**src/rtl/cbs_pkg.sv**
```systemverilog
// Package for the cluster block sum engine: sizes, command and status codes,
// item and result payloads, and the controller/datapath handshake structs.
// No dependencies.
package cbs_pkg;

	// Sizing
	localparam int MAX_NODES    = 4096;
	localparam int MAX_CLUSTERS = 64;
	localparam int SUM_WIDTH    = 48;

	localparam int NODE_W = $clog2(MAX_NODES);
	localparam int CLU_W  = $clog2(MAX_CLUSTERS);
	localparam int CELL_W = 2 * CLU_W;

	// Fixed field widths of the item and result payloads
	localparam int NODE_FW  = 12;
	localparam int LABEL_FW = 6;
	localparam int WEIGHT_W = 16;
	localparam int OUT_W    = 48;
	localparam int CNT_W    = 7;

	// Configuration port
	localparam int PADDR_W = 3;
	localparam int PDATA_W = 32;
	localparam logic REG_CLUSTER_COUNT = 1'b0;
	localparam logic REG_BIPARTITE     = 1'b1;
	localparam logic [CNT_W-1:0] CLUSTER_COUNT_RST = CNT_W'(64);

	typedef enum logic [1:0] {
		CMD_SET_LABEL = 2'd0,
		CMD_ADD       = 2'd1,
		CMD_READ      = 2'd2,
		CMD_CLEAR     = 2'd3
	} cmd_t;

	typedef enum logic [1:0] {
		ST_OK        = 2'd0,
		ST_BAD_LABEL = 2'd1,
		ST_BAD_READ  = 2'd2
	} status_t;

	typedef struct packed {
		logic [1:0]          command;
		logic [NODE_FW-1:0]  node_row;
		logic [NODE_FW-1:0]  node_col;
		logic                label_side;
		logic [LABEL_FW-1:0] label_value;
		logic [WEIGHT_W-1:0] weight;
		logic [LABEL_FW-1:0] cluster_row;
		logic [LABEL_FW-1:0] cluster_col;
	} item_t;

	typedef struct packed {
		logic [OUT_W-1:0] cell_sum;
		logic             saturated;
		logic [1:0]       status;
	} result_t;

	// Controller to datapath
	typedef struct packed {
		logic latch;       // capture accepted item
		logic label_step;  // read label tables, write label on set
		logic cell_rd;     // range check, issue sum store read
		logic cell_upd;    // update cell, form result
		logic clr_wr;      // zero one cell, advance sweep
		logic clr_done;    // form the clear result
		logic emit;        // load output register
	} dp_cmd_t;

	// Datapath to controller
	typedef struct packed {
		logic [1:0] command;
		logic       clr_last;
		logic       out_free;
	} dp_stat_t;

endpackage

```
**src/rtl/cbs_regs.sv**
```systemverilog
// APB-style configuration registers: cluster count and bipartite mode.
// Depends on cbs_pkg.
module cbs_regs
	import cbs_pkg::*;
(
	input  logic               clk,
	input  logic               arst_n,
	input  logic               psel,
	input  logic               penable,
	input  logic               pwrite,
	input  logic [PADDR_W-1:0] paddr,
	input  logic [PDATA_W-1:0] pwdata,
	output logic [PDATA_W-1:0] prdata,
	output logic               pready,
	output logic [CNT_W-1:0]   cluster_count,
	output logic               bipartite
);

	logic [CNT_W-1:0] cluster_count_q;
	logic             bipartite_q;
	logic             wr_en;

	assign pready = 1'b1;
	assign wr_en  = psel & penable & pwrite & pready;

	// Register writes, decoded on the word address bit
	always_ff @(posedge clk or negedge arst_n) begin
		if (!arst_n) begin
			cluster_count_q <= CLUSTER_COUNT_RST;
			bipartite_q     <= 1'b0;
		end else if (wr_en) begin
			if (paddr[2] == REG_CLUSTER_COUNT) begin
				cluster_count_q <= pwdata[CNT_W-1:0];
			end else begin
				bipartite_q <= pwdata[0];
			end
		end
	end

	// Read back
	always_comb begin
		if (paddr[2] == REG_CLUSTER_COUNT) begin
			prdata = PDATA_W'(cluster_count_q);
		end else begin
			prdata = PDATA_W'(bipartite_q);
		end
	end

	assign cluster_count = cluster_count_q;
	assign bipartite     = bipartite_q;

endmodule

```
**config.mk**
```make
export PLATFORM = sky130hd
export DESIGN_NAME = cbs_regs
export DESIGN_NICKNAME = d
export VERILOG_FILES = /design/src/rtl/cbs_pkg.sv /design/src/rtl/cbs_regs.sv
export SDC_FILE = /design/constraint.sdc
export NUM_CORES = 1
export LEC_CHECK = 0
export ABC_AREA = 1
export BUFFER_PORTS_ARGS = -buffer_cell sky130_fd_sc_hd__buf_2
export CAP_MARGIN = 40
export CELL_PAD_IN_SITES_DETAIL_PLACEMENT = 0
export CELL_PAD_IN_SITES_GLOBAL_PLACEMENT = 1
export CORE_ASPECT_RATIO = 1.4
export CORE_MARGIN = 2
export CORE_UTILIZATION = 20
export CTS_CLUSTER_DIAMETER = 150
export DETAILED_ROUTE_END_ITERATION = 10
export PLACE_DENSITY = 0.93
export SKIP_CTS_REPAIR_TIMING = 1
export SLEW_MARGIN = 20
export SYNTH_ARGS = -nofsm -noshare
export SYNTH_HDL_FRONTEND = slang
export SYNTH_SLANG_ARGS = --single-unit
```
**constraint.sdc**
```tcl
create_clock -name clk -period 1.55 [get_ports clk]
set_input_delay 0.2325 -clock clk [delete_from_list [all_inputs] [get_ports clk]]
set_output_delay 0.2325 -clock clk [all_outputs]
set_load 0.02 [all_outputs]
```
### Word level (Yosys, flattened, before mapping)

Index checks and enable logic that the tools add are counted.
W data, S select, Z words.

| word-level totals | value |
|---|---|
| bits in registers | 8 |
| input port bits | 40 |
| output and inout port bits | 41 |
| word-level logic and storage cells | 8 |

| cells by class | value |
|---|---|
| multiplexer cells | 1 |
| bitwise operators | 3 |
| reduce and logical (&&, ||, !) cells | 2 |

Operators with widths:

| kind | count |
|---|---|
| $mux W7 | 1 |
| $reduce_and A2 Y1 | 2 |
| $and A1 B1 Y1 | 2 |
| $not A1 Y1 | 1 |

### Depth between registers and ports, before layout

| depth | value |
|---|---|
| depth after elaboration | 3 |
| mapped depth | 5 |
| depth with buffers taken out | 4 |

### Worst setup path after synthesis

OpenSTA, ideal clock, no wires.

| path | value |
|---|---|
| path kind | register to output |
| start | reg cluster_count_q[6] (netlist: cluster_count[6]) |
| end | out prdata[6] |
| data arrival time | 910 ps |
| required time | 1317 ps |
| slack | 408 ps |
| cell stages (with the launch flop) | 3 |
| cells stage by stage | dfstp_2 > inv_1 > nor2_1 |

| on the way | value |
|---|---|
| longest elaborated chain between the ends | 1 |

Ends and longest elaborated chain:

| element | line | source |
|---|---|---|
| start, declared | cbs_regs.sv:19 | `logic [CNT_W-1:0] cluster_count_q;` |
| start signal, assigned | cbs_regs.sv:33 | `cluster_count_q <= pwdata[CNT_W-1:0];` |
| $mux W7 | cbs_regs.sv:42 | `if (paddr[2] == REG_CLUSTER_COUNT) begin` |
| end, declared | cbs_regs.sv:13 | `output logic [PDATA_W-1:0] prdata,` |

No other way between the ends.

### Worst setup path in the final report

Same ends and word-level chain as after synthesis.

==> implementation parameters <==
Parameter                              Value

Status
  Outcome ... complete, no violations

Worst setup path
  Critical path launch point type ... flop
  Sum of buffers and inverters on the critical path ... 2
  WS Path Type ... flop to output pin
  Worst R2R Path Depth ... 2
  Critical Path Max Stage Delay ... 0.53 ns
  Reg-to-Reg Start ... cluster_count[6]
  Crit-path max FO ... 3
  Element type at the critical path end ... output pin
  Worst reg2reg endpoint ... cluster_count[6]
  Arrival time of the worst setup path ... around 1.0 ns
  R2R setup slack ... around 0.85 ns
  Worst EP required ... about 1.3 ns
  Cell with the largest stage delay on the worst path ... dfstp_2
  Family of cells with the greatest summed delay on the critical path ... flip-flops
  Critical path cell sequence ... inv_1, nor2_1, buf_2

Placement
  Dpl hpwl ... roughly 1.1 mm
  Area of placed instances ... 706 sq um
  Count of port buffers added during placement ... 27
  Weighted congestion at the end of routability-driven global placement ... roughly 0.75

Synth
  Mean area per synthesized cell ... 7.74 sq um
  Distinct cells, synth ... 14
  Post-synthesis register bit count ... 8
  Yosys Warn Count ... 0
  Synth Area in Simple Gates ... 0.296
  Combinational family with the most area after synthesis ... buffers and inverters
  Synth Area in XOR/XNOR ... 0
  Cell count after synthesis ... 82
  Summed instance area of the synthesized netlist ... around 630 sq um
  Post-synthesis adder-cell area fraction ... 0
  Sequential fraction of the synthesis area ... 0.318
  Area fraction in compound gates after synthesis ... 0
  Mux contribution to synthesized area ... 0

GRT
  Total track usage ... 0.0696
  Maximum number of pins on one net before global-route repair ... 11
  Vias in the first global route ... about 470
  Total congestion overflow ... 0
  First-pass GRT wire length ... between 1.5 and 2 mm
  Number of antenna violations at the first check in global routing ... 0

Detailed routing
  DRC violation count after routing ... 0
  Routed via count ... between 400 and 500
  Post-detailed-route via-to-cell ratio ... roughly 3.3
  Starting DRT DRC Count ... 9
  Drt total wl ... between 1 and 1.5 mm
  Top layer in use ... met4
  WL per Instance ... slightly above 8 um
  Final antenna-violating net count ... 0
  Routed length on met3 ... 104 um
  First-pass iteration count of the detailed router ... 4
  Metal1 wirelength ... ~420 um
  Wire length on met2 ... roughly 680 um

Clocking
  Clock slew at the register clock pins of the worst setup and hold paths ... 0.04 ns
  Clock tree from TritonCTS ... built
  CTS H-Tree Depth ... 1
  Inserted Clock Buffers ... 3
  Clk_lat worst skew ... ~0.22 ns
  Clock sinks ... 8
  Clk root buf ... clkbuf_8
  Maximum clock insertion buffer count ... 2

Timing
  Worst-case clock skew ... 0 ns
  Final count of pins violating max slew ... 0
  Post-route setup TNS ... 0 ns
  RSZ-0062 raised after global routing ... no
  Finish-stage setup viols ... 0
  Achievable frequency ... 802 MHz
  Final worst path period share ... 0.805
  Final hold violation count ... 0
  Final critical-path required period ... ~1.2 ns

Pwr
  Relative contribution of the clock network to total power ... 0.304
  Switching Share ... 0.384
  Peak supply drop ... 0.422 mV
  Power density relative to cell area ... about 1100 nW/um^2
  Power Total ... around 0.83 mW
  Share of power burned in combinational logic ... 0.359
  Cell internal pwr ... around 0.51 mW
  Share of power burned in registers ... 0.338
  Pleak ... 0.466 nW
  Power dissipated by switching net loads ... between 0.3 and 0.4 mW

Floorplanning
  Floorplan die width ... between 50 and 60 um
  Placeable Area ... ~3000 sq um
  Ports ... 81
  Floorplan die height ... 70.6 um
  Floorplan die area ... between 3000 and 4000 sq um
  Count of standard-cell rows ... 24
  Effective utilization at floorplan ... 0.207

Layout
  Antenna cell count ... 0
  Most common library cell in the layout ignoring fill and taps ... buf_2
  Total number of nets in the final design ... 152
  Most frequent cells in the layout ... buf_2 (27), conb_1 (26), nand2_1 (19)
  Area growth from synthesis to layout ... 19.9%
  Final design instance area without fill ... between 700 and 800 sq um
  Share of post-route cells with drive strength above 1 ... 0.324

Flow run
  Maximum capacitance violations ... 0

Min path
  Hold worst-path end ... cluster_count[6]
  Min-Delay Path Depth ... 3
  Class of the tightest hold or removal check ... input pin to flop
  Beginning of the worst hold path ... pwdata[6]
-- synthesized netlist by cell type --
master	n	area share
buf_4	27	0.32
clkinv_4	1	0.014
conb_1	2	0.012
dfrtp_1	7	0.28
dfstp_2	1	0.041
inv_1	6	0.036
inv_2	1	0.0059
nand2_1	19	0.11
nand2_2	1	0.0099
nand3_1	8	0.063
nand4_1	1	0.0099
nand4_4	1	0.034
nor2_1	6	0.036
nor2_8	1	0.032
-- logic make-up (layout without fill, tap and decap cells) --
group,after synthesis,in the layout
AND/OR/NAND/NOR,37,37
buffers and inverters,35,40
other,2,26
flip-flops,8,8
-- flip-flops by register name, summed over array words and instances (netlist names) --
register / cells
bipartite: 1
cluster_count: 7
-- worst reg2reg max path: stages, from the launching register on --
cell and delay [ns]:
dfstp_2 0.53, nand2_1 0.06, nand2_1 0.06
-- layout make-up --
type                    instances  area [sq um]
flip-flops and latches          8           201
inverters                       8          35.0
clock buffers                   4          45.0
repair buffers                 28           145
fillers                       340          2300
multi-input cells              63           285
well taps                      39          48.8
-- power groups by stage --
stage | sequential [mW] | combinational (mW) | clock [mW]
3_3_place_gp | 0.287 | 0.296 | 0
5_1_grt | 0.291 | 0.328 | 0.273
2_1_floorplan | 0.332 | 0.204 | 0
4_1_cts | 0.283 | 0.301 | 0.261
6_report | 0.281 | 0.299 | 0.253
3_5_place_dp | 0.286 | 0.300 | 0
-- through the flow --
step	utilization	hold WS (ns)	setup slack, ns	std cells
floorplan	-	-0.0631	0.408	106
global placement	0.230	0.0757	0.443	145
detailed placement	0.230	0.0790	0.427	145
CTS	0.245	-0.161	0.289	149
global route	0.248	0.240	0.246	150
finish	0.248	0.223	0.302	150
-- worst max path at each step --
| stage | endpoint | slack (ns) | start | cells past startpoint |
|---|---|---|---|---|
| 4_1_cts | prdata[6] | 0.29 | cluster_count[6] | 3 |
| 6_report | prdata[6] | 0.30 | cluster_count[6] | 3 |
| 5_1_grt | prdata[6] | 0.25 | cluster_count[6] | 3 |
| 2_1_floorplan | prdata[6] | 0.41 | cluster_count[6] | 2 |
| 3_5_place_dp | prdata[0] | 0.43 | paddr[2] | 5 |
| 3_3_place_gp | prdata[0] | 0.44 | paddr[2] | 5 |
-- routing by layer --
metal	vias to the layer above	global-route usage
met4	0	0.0351
met3	2	0.0232
met5	-	0
met2	30	0.128
li1	253	-
met1	213	0.0659
(Power assumes the default switching activity.)
