$ cat src/rtl/cbs_pkg.sv
// Package for the cluster block sum engine: sizes, command and status codes,
// item and result payloads, and the controller/datapath handshake structs.
// No dependencies.
package cbs_pkg;

	// Sizing
	localparam int MAX_NODES    = 4096;
	localparam int MAX_CLUSTERS = 64;
	localparam int SUM_WIDTH    = 48;

	localparam int NODE_W = $clog2(MAX_NODES);
	localparam int CLU_W  = $clog2(MAX_CLUSTERS);
	localparam int CELL_W = 2 * CLU_W;

	// Fixed field widths of the item and result payloads
	localparam int NODE_FW  = 12;
	localparam int LABEL_FW = 6;
	localparam int WEIGHT_W = 16;
	localparam int OUT_W    = 48;
	localparam int CNT_W    = 7;

	// Configuration port
	localparam int PADDR_W = 3;
	localparam int PDATA_W = 32;
	localparam logic REG_CLUSTER_COUNT = 1'b0;
	localparam logic REG_BIPARTITE     = 1'b1;
	localparam logic [CNT_W-1:0] CLUSTER_COUNT_RST = CNT_W'(64);

	typedef enum logic [1:0] {
		CMD_SET_LABEL = 2'd0,
		CMD_ADD       = 2'd1,
		CMD_READ      = 2'd2,
		CMD_CLEAR     = 2'd3
	} cmd_t;

	typedef enum logic [1:0] {
		ST_OK        = 2'd0,
		ST_BAD_LABEL = 2'd1,
		ST_BAD_READ  = 2'd2
	} status_t;

	typedef struct packed {
		logic [1:0]          command;
		logic [NODE_FW-1:0]  node_row;
		logic [NODE_FW-1:0]  node_col;
		logic                label_side;
		logic [LABEL_FW-1:0] label_value;
		logic [WEIGHT_W-1:0] weight;
		logic [LABEL_FW-1:0] cluster_row;
		logic [LABEL_FW-1:0] cluster_col;
	} item_t;

	typedef struct packed {
		logic [OUT_W-1:0] cell_sum;
		logic             saturated;
		logic [1:0]       status;
	} result_t;

	// Controller to datapath
	typedef struct packed {
		logic latch;       // capture accepted item
		logic label_step;  // read label tables, write label on set
		logic cell_rd;     // range check, issue sum store read
		logic cell_upd;    // update cell, form result
		logic clr_wr;      // zero one cell, advance sweep
		logic clr_done;    // form the clear result
		logic emit;        // load output register
	} dp_cmd_t;

	// Datapath to controller
	typedef struct packed {
		logic [1:0] command;
		logic       clr_last;
		logic       out_free;
	} dp_stat_t;

endpackage

$ cat src/rtl/cbs_ctrl.sv
// Controller for the cluster block sum engine: sequences one item at a time
// through label lookup, then cell read and update or a clear sweep (neither for set label), and emit.
// Depends on cbs_pkg.
module cbs_ctrl
	import cbs_pkg::*;
(
	input  logic     clk,
	input  logic     arst_n,
	input  logic     in_valid,
	output logic     in_ready,
	input  dp_stat_t stat,
	output dp_cmd_t  cmd
);

	typedef enum logic [2:0] {
		S_INIT,
		S_IDLE,
		S_LABEL,
		S_CELL_RD,
		S_CELL_UPD,
		S_CLEAR,
		S_EMIT
	} state_t;

	state_t state_q;

	assign in_ready = (state_q == S_IDLE);

	// Commands decoded from state
	always_comb begin
		cmd            = '0;
		cmd.latch      = (state_q == S_IDLE) & in_valid;
		cmd.label_step = (state_q == S_LABEL);
		cmd.cell_rd    = (state_q == S_CELL_RD);
		cmd.cell_upd   = (state_q == S_CELL_UPD);
		cmd.clr_wr     = (state_q == S_CLEAR) | (state_q == S_INIT);
		cmd.clr_done   = (state_q == S_CLEAR) & stat.clr_last;
		cmd.emit       = (state_q == S_EMIT) & stat.out_free;
	end

	// State register; reset starts the sum store clearing sweep
	always_ff @(posedge clk or negedge arst_n) begin
		if (!arst_n) begin
			state_q <= S_INIT;
		end else begin
			unique case (state_q)
				S_INIT: begin
					if (stat.clr_last) state_q <= S_IDLE;
				end
				S_IDLE: begin
					if (in_valid) state_q <= S_LABEL;
				end
				S_LABEL: begin
					unique case (cmd_t'(stat.command))
						CMD_SET_LABEL: state_q <= S_EMIT;
						CMD_ADD:       state_q <= S_CELL_RD;
						CMD_READ:      state_q <= S_CELL_RD;
						CMD_CLEAR:     state_q <= S_CLEAR;
						default:       state_q <= S_EMIT;
					endcase
				end
				S_CELL_RD:  state_q <= S_CELL_UPD;
				S_CELL_UPD: state_q <= S_EMIT;
				S_CLEAR: begin
					if (stat.clr_last) state_q <= S_EMIT;
				end
				S_EMIT: begin
					if (stat.out_free) state_q <= S_IDLE;
				end
				default: state_q <= S_IDLE;
			endcase
		end
	end

endmodule

$ cat config.mk
export PLATFORM = sky130hd
export DESIGN_NAME = cbs_ctrl
export DESIGN_NICKNAME = d
export VERILOG_FILES = /design/src/rtl/cbs_pkg.sv /design/src/rtl/cbs_ctrl.sv
export SDC_FILE = /design/constraint.sdc
export NUM_CORES = 1
export LEC_CHECK = 0
export BUFFER_PORTS_ARGS = -buffer_cell sky130_fd_sc_hd__buf_2
export CORE_AREA = 2 2 39 41
export DETAILED_ROUTE_END_ITERATION = 7
export DIE_AREA = 0 0 41 43
export HOLD_SLACK_MARGIN = 0.1
export PLACE_DENSITY = 0.48
export SLEW_MARGIN = 20
export SYNTH_ARGS = -nofsm -noshare
export SYNTH_HDL_FRONTEND = slang
export SYNTH_SLANG_ARGS = --single-unit
$ cat constraint.sdc
create_clock -name clk -period 1.8 [get_ports clk]
set_input_delay 0.27 -clock clk [delete_from_list [all_inputs] [get_ports clk]]
set_output_delay 0.27 -clock clk [all_outputs]
set_load 0.02 [all_outputs]
======== Word level (Yosys, flattened, before mapping) ========
Cells that the tools add are included.
word-level totals
  register bits after elaboration ......... 3
  bits in latches ......................... 0
  bits in writable memories ............... 0
  bits in read-only memories .............. 0
  output and inout port bits .............. 8
  memories ................................ 0
cells by class
  $add $sub $neg .......................... 0
  multipliers ............................. 0
  divide/modulo/power cells ............... 0
  order comparisons ....................... 0
  equal/unequal tests ..................... 13
  shifts and indexed selects .............. 0
  muxes and demuxes ....................... 6
  bitwise logic cells ..................... 4
  reductions and logical operators ........ 4
operator list
  cell                number
  $pmux 3 s7          1
  $mux 3              4
  $eq 3x3->1 const B  3
  $pmux 3 s3          1
  $ne 2x2->1 const B  4
  $eq 3x2->1 const B  2
  $eq 2x2->1 const B  2
  $reduce_and 4->1    1
  $and 1x1->1         3
  $eq 3x1->1 const B  1
  $logic_not 3->1     1
  $eq 2x1->1 const B  1
  $logic_not 2->1     1
  $reduce_or 2->1     1
  $or 1x1->1          1

======== Logic depth before layout (Yosys ltp) ========
Gate-level depths: netlist of run 1.
  depth after elaboration ................. 4
  mapped depth ............................ 5

======== Worst setup path before layout of run 1 ========
No wires, ideal clock.
  path type ............................... flip-flop to output port
  start point ............................. register state_q[2]
  end point ............................... output cmd[6] (netlist bit)
  arrival ................................. 1199 ps
  path slack .............................. 331 ps
  stages on the path, launching flop included .. 4
  buffers on the path ..................... 1
  path through ............................ dfrtp_1 > buf_2 > nor3_2 > and2_1
RTL lines
  element                 line            text
  start, declared         cbs_ctrl.sv:25  state_t state_q;
  start signal, assigned  cbs_ctrl.sv:44  state_q <= S_INIT;
  start signal, assigned  cbs_ctrl.sv:48  if (stat.clr_last) state_q <= S_IDLE;
  start signal, assigned  cbs_ctrl.sv:51  if (in_valid) state_q <= S_LABEL;
  end, declared           cbs_ctrl.sv:12  output dp_cmd_t cmd

==> results.toml, run 1 <==
[synth]
yosys.cell_types.count = 25
ys_top_cells_by_area = "dfrtp_1 25%, ha_1 8.3%, and4_1 5.8%, nor4b_2 5.0%, a211oi_2 4.2%"
synthCells = 36
syn_area_um2 = 300.3
synth_nets = 45
syn_avg_cell_area_um2 = 8.341
ys_seq_area_share_pct = 25.00
ys_seq_elements = 3
synth.top_cell.area_share_pct = 25.00
synth_top_area_cell = "dfrtp_1"
yosysWarningCount = 0

[timing]
maxSlewHeadroom_pct = 76.59
final.period_utilization_pct = 84.77
period_minus_slack_ns = 1.526
worst_pin_slew_ns = 0.3512
setup_viol = 0
slew_viol_final = 0
tns_ns = 0
rsz0062_at_grt = "false"
max_freq_mhz = 655.4
report.final.hold_viol_count = 0
fin_worst_skew_ns = 0.004768
timing.hold.ws_ns = 0.3509

[global_route]
grt_max_degree = 12
grt_antenna_before_repair = 0
met3_usage_pct = 3.141
use_met2_pct = 11.88
first_global_vias = 276
overflow = 0
grt_first_pass_wirelength_um = 1117
use_met1_pct = 13.59
grtUsageTotal_pct = 9.859
busiest_layer = "met1"

[routing]
wl_per_cell_um = 9.391
dr.pass1.iters = 2
post_drt_via_cell_ratio = 4.391
detail-route-antenna-nets = 0
drc_errors = 0
wl_um = 648
drt_iter0_markers = 4
num_vias = 303

[layout]
fin_util_pct = 29.66
layout_commonest_cell = "buf_2"
final_nets = 63
largestRegisters = "state_q x3"
drive_gt1_share_pct = 41.51
mostFrequentLayoutCells = "14 x buf_2, 3 x nor2_1, 3 x inv_1, 3 x clkbuf_4, 3 x dfrtp_1"
top_register = "state_q"
area_growth_pct = 36.67
antenna_cells = 0
largest_reg_flops = 3

[cts]
cts_resized = 0
path_clk_slew_ns = 0.04
clockBufferDepth = 2
cts-root-buf = "clkbuf_4"
cts_made_buffers = 3
cts_setup_buffers = 0
ctsHoldBuffers = 1
insertion_delay_ns = 0.24
clock-sinks = 3
cts_tree = "done"
cts-htree-levels = 1

[floorplanning]
die_y_um = 43
die_x_um = 41
design.core.area_um2 = 1384
start_util_pct = 21.70
pin_count = 15
die_area_um2 = 1763
rows = 14

[power]
total_power_uw = 719.7
peakVddDrop_uv = 624.0
p_leak_nw = 0.2139
power_density_nw_per_um2 = 1754

[setup_path]
cp.arrival_ns = 1.26
rr_startpoint = "state_q[2]$_DFFE_PN0P_"
critPathLaunch = "state_q[2]$_DFFE_PN0P_"
worst_setup_path_end_kind = "primary output"
criticalPathCategory = "register to primary output"
cp_max_fo = 11
start_kind = "register"
worstPathRequired_ns = 1.53

[placed_design]
port_buffers = 14
dp_hpwl_um = 495.2
place.gp.congestion = 0.7469

[flow_run]
drv_cap = 0

[hold_path]
hold_class = "input port to async pin"

[outcome]
status = "finished, final reports clean"
[cells by family (layout without fill, tap and decap cells)]
family / count (synthesis) / in the layout / share of synthesized area, %
adder cells (fa/ha/maj): 2 / 2 / 8.332
XOR/XNOR: 1 / 1 / 2.917
AO/OA/AOI/OAI: 8 / 8 / 17.50
flip-flops: 3 / 3 / 25.00
buffers and inverters: 7 / 24 / 12.91
AND/OR/NAND/NOR: 15 / 15 / 33.34
[cell type report]
type	count	area [um2]
flip-flops and latches	3	75.07
clock buffers	4	26.28
fillers	158	973.4
multi-input cells	26	186.4
repair buffers	16	87.58
well taps	16	20.02
inverters	4	15.01
[power breakdown]
part / switching (mW) / internal, mW
Combinational: 0.252 / 0.171
Sequential: 0.0719 / 0.103
Clock: 0.0385 / 0.0833
Total: 0.362 / 0.358
[metrics by stage]
stage	cells	worst slack (ns)	cell area (um2)
CTS	69	0.2765	410.4
global route	69	0.1825	410.4
floorplan	36	0.3311	300.3
detailed placement	64	0.5340	374.1
finish	69	0.2741	410.4
global placement	64	0.5337	374.1
[final timing paths]
kind / end / slack, ns / cells past startpoint
worst min register to register: state_q[0]$_DFFE_PN0P_ / 0.71 / 1
worst max register to register: state_q[1]$_DFFE_PN0P_ / 0.69 / 3
worst max-delay path: cmd[6] / 0.27 / 3
max in group asynchronous: state_q[0]$_DFFE_PN0P_ / 1.34 / 2
min in group clk: state_q[1]$_DFFE_PN0P_ / 0.36 / 3
worst min-delay path: state_q[1]$_DFFE_PN0P_ / 0.35 / 2
[routing by layer]
layer  up-vias  wire [um]
met5         -          0
met4         0         10
met3         2         45
met2        10        287
met1       131        304
li1        160          -
[synthesized netlist by cell type]
| cell | number |
|---|---|
| ha_1 | 2 |
| and3_1 | 1 |
| buf_6 | 1 |
| nand2_1 | 2 |
| a211oi_2 | 1 |
| dfrtp_1 | 3 |
| nor3_2 | 1 |
| nor4b_2 | 1 |
| inv_1 | 3 |
| nor3_1 | 1 |
| and4_1 | 2 |
| nor2b_1 | 1 |
| o21ai_1 | 1 |
| and2_1 | 1 |
| nand2b_1 | 1 |
| o21ai_0 | 2 |
| nor2_1 | 3 |
| o2bb2ai_1 | 1 |
| a21oi_1 | 2 |
| inv_2 | 1 |
| buf_4 | 1 |
| xor2_1 | 1 |
| buf_2 | 1 |
| a31oi_1 | 1 |
| nor4b_1 | 1 |
[critical path: stages, from the launching register on]
cell	delay (ns)
dfrtp_1	0.49
nor3_2	0.23
and2_1	0.14
buf_2	0.15
Note: power is estimated with default switching activity, not from simulation.
==> inputs of run 2 (changes only) <==
==> constraint.sdc (replaced) <==
create_clock -name clk -period 1.58 [get_ports clk]
set_input_delay 0.237 -clock clk [delete_from_list [all_inputs] [get_ports clk]]
set_output_delay 0.237 -clock clk [all_outputs]
set_load 0.02 [all_outputs]
==> run 2 against run 1 <==
Compared with the run above:
- sequential cell count is the same
- non-clock buffer count is the same
- clock power grew 11%
- critical path depth is the same
- largest power group unchanged
- highest routed layer unchanged
==> results.toml, run 2 (synthesis gave the netlist of run 1 again) <==
[placed_design]
dpl_cell_area_um2 = 374.1
port_buffers = 14
place.gp.congestion = 0.6715
dp_hpwl_um = 516.6

[setup_path]
criticalPathCategory = "register to primary output"
worst_setup_path_end_kind = "primary output"
r2r_slack_ns = 0.47
worstSetupEndpoint = "cmd[6]"
rr_endpoint = "state_q[1]$_DFFE_PN0P_"
crit_path_max_incr_delay_ns = 0.48
path_cells = "nor3_2 > and2_1 > buf_2"
worstPathRequired_ns = 1.34
cp_max_fo = 10
reg2regPathDepth = 4
cp.arrival_ns = 1.20
start_kind = "register"
cpMaxStageDelayCell = "dfrtp_1"
critPathLaunch = "state_q[1]$_DFFE_PN0P_"
rr_startpoint = "state_q[0]$_DFFE_PN0P_"

[global_route]
grt_first_pass_wirelength_um = 1076
grtUsageTotal_pct = 9.839
first_global_vias = 257
grt_max_degree = 12
overflow = 0
grt_antenna_before_repair = 0

[timing]
max_freq_mhz = 697.6
tns_ns = 0
period_minus_slack_ns = 1.433
slew_viol_final = 0
maxSlewHeadroom_pct = 79.05
report.final.hold_viol_count = 0
setup_viol = 0
rsz0062_at_grt = "false"
timing.hold.ws_ns = 0.3225
final.period_utilization_pct = 90.72
worst_pin_slew_ns = 0.3143
fin_worst_skew_ns = 0.0001456

[layout]
antenna_cells = 0
largestRegisters = "state_q x3"
layout_commonest_cell = "buf_2"
top_register = "state_q"
final_area_um2 = 411.6
mostFrequentLayoutCells = "14 x buf_2, 3 x nor2_1, 3 x inv_1, 3 x clkbuf_4"
largest_reg_flops = 3
drive_gt1_share_pct = 43.40
final_nets = 63
area_growth_pct = 37.08

[power]
total_power_uw = 822.1
peakVddDrop_uv = 634.1
p_leak_nw = 0.2127
power_density_nw_per_um2 = 1997

[routing]
met3WireLength_um = 49
wl_met2_um = 315
dr.pass1.iters = 2
wl_met1_um = 315
num_vias = 313
post_drt_via_cell_ratio = 4.536
wl_um = 693
detail-route-antenna-nets = 0
drt_iter0_markers = 3
wl_per_cell_um = 10.04
drc_errors = 0
routed.top_layer = "met4"

[cts]
path_clk_slew_ns = 0.04
insertion_delay_ns = 0.23
clock-sinks = 3
cts_tree = "done"
cts-root-buf = "clkbuf_4"
cts_made_buffers = 3
cts-htree-levels = 1
clockBufferDepth = 2

[outcome]
status = "finished, final reports clean"

[flow_run]
drv_cap = 0

[hold_path]
hold_class = "input port to async pin"

[floorplanning]
design.core.area_um2 = 1384
die_x_um = 41
die_area_um2 = 1763
pin_count = 15
rows = 14
start_util_pct = 21.70
die_y_um = 43
-- run 2: cell count changes in the layout (fill, tap and decap cells not counted) --
cell,delta
dfrtp_1,-1
dfrtp_2,+1
-- run 2: where the power goes --
group	switching [mW]	internal (mW)	total, mW	leakage (nW)
clock	0.0405	0.0947	0.135	0.0150
sequential	0.0833	0.121	0.204	0.0346
combinational	0.288	0.195	0.483	0.163
total	0.411	0.411	0.822	0.213
-- run 2: worst max-delay path, delay by kind of cell (launching register included) --
family / cells / cell delay (ns)
DFF: 1 / 0.48
and+or+nand+nor: 2 / 0.33
buffers and inverters: 1 / 0.15
-- run 2: per-stage QoR --
| stage | utilization, % | setup slack, ns | std cells |
|---|---|---|---|
| after global placement | 27.03 | 0.3520 | 64 |
| after detailed placement | 27.03 | 0.3456 | 64 |
| final | 29.75 | 0.1466 | 69 |
| after global routing | 29.75 | 0.05885 | 69 |
| after floorplan | - | 0.1441 | 36 |
| after CTS | 29.66 | 0.08142 | 69 |
-- run 2: what timing repair did --
action / in CTS / in global routing
setup endpoints to repair: 0 / 1
hold endpoints to repair: 3 / 0
buffers inserted: 0 / 0
resized for setup: 0 / 1
hold buffers: 1 / 0
-- run 2: how the worst min path moves through the flow --
stage | cells after the start | slack [ns] | end
2_1_floorplan | 0 | -0.06 | state_q[0]$_DFFE_PN0P_
3_3_place_gp | 1 | 0.04 | state_q[0]$_DFFE_PN0P_
3_5_place_dp | 1 | 0.04 | state_q[0]$_DFFE_PN0P_
4_1_cts | 2 | 0.31 | state_q[1]$_DFFE_PN0P_
5_1_grt | 2 | 0.34 | state_q[1]$_DFFE_PN0P_
6_report | 2 | 0.32 | state_q[1]$_DFFE_PN0P_
-- run 2: area by class of cell --
class                      instances  area, um2
clock buffer                       4      26.28
fill                             154      972.2
inverter                           4      15.01
multi-input combinational         26      186.4
sequential                         3      76.32
tap                               16      20.02
timing repair buffer              16      87.58
-- run 2: per-layer routing --
layer,global-route usage [%],vias up
met5,0,-
met4,8.000,0
met3,6.283,2
met2,10.94,14
met1,12.54,139
li1,-,158
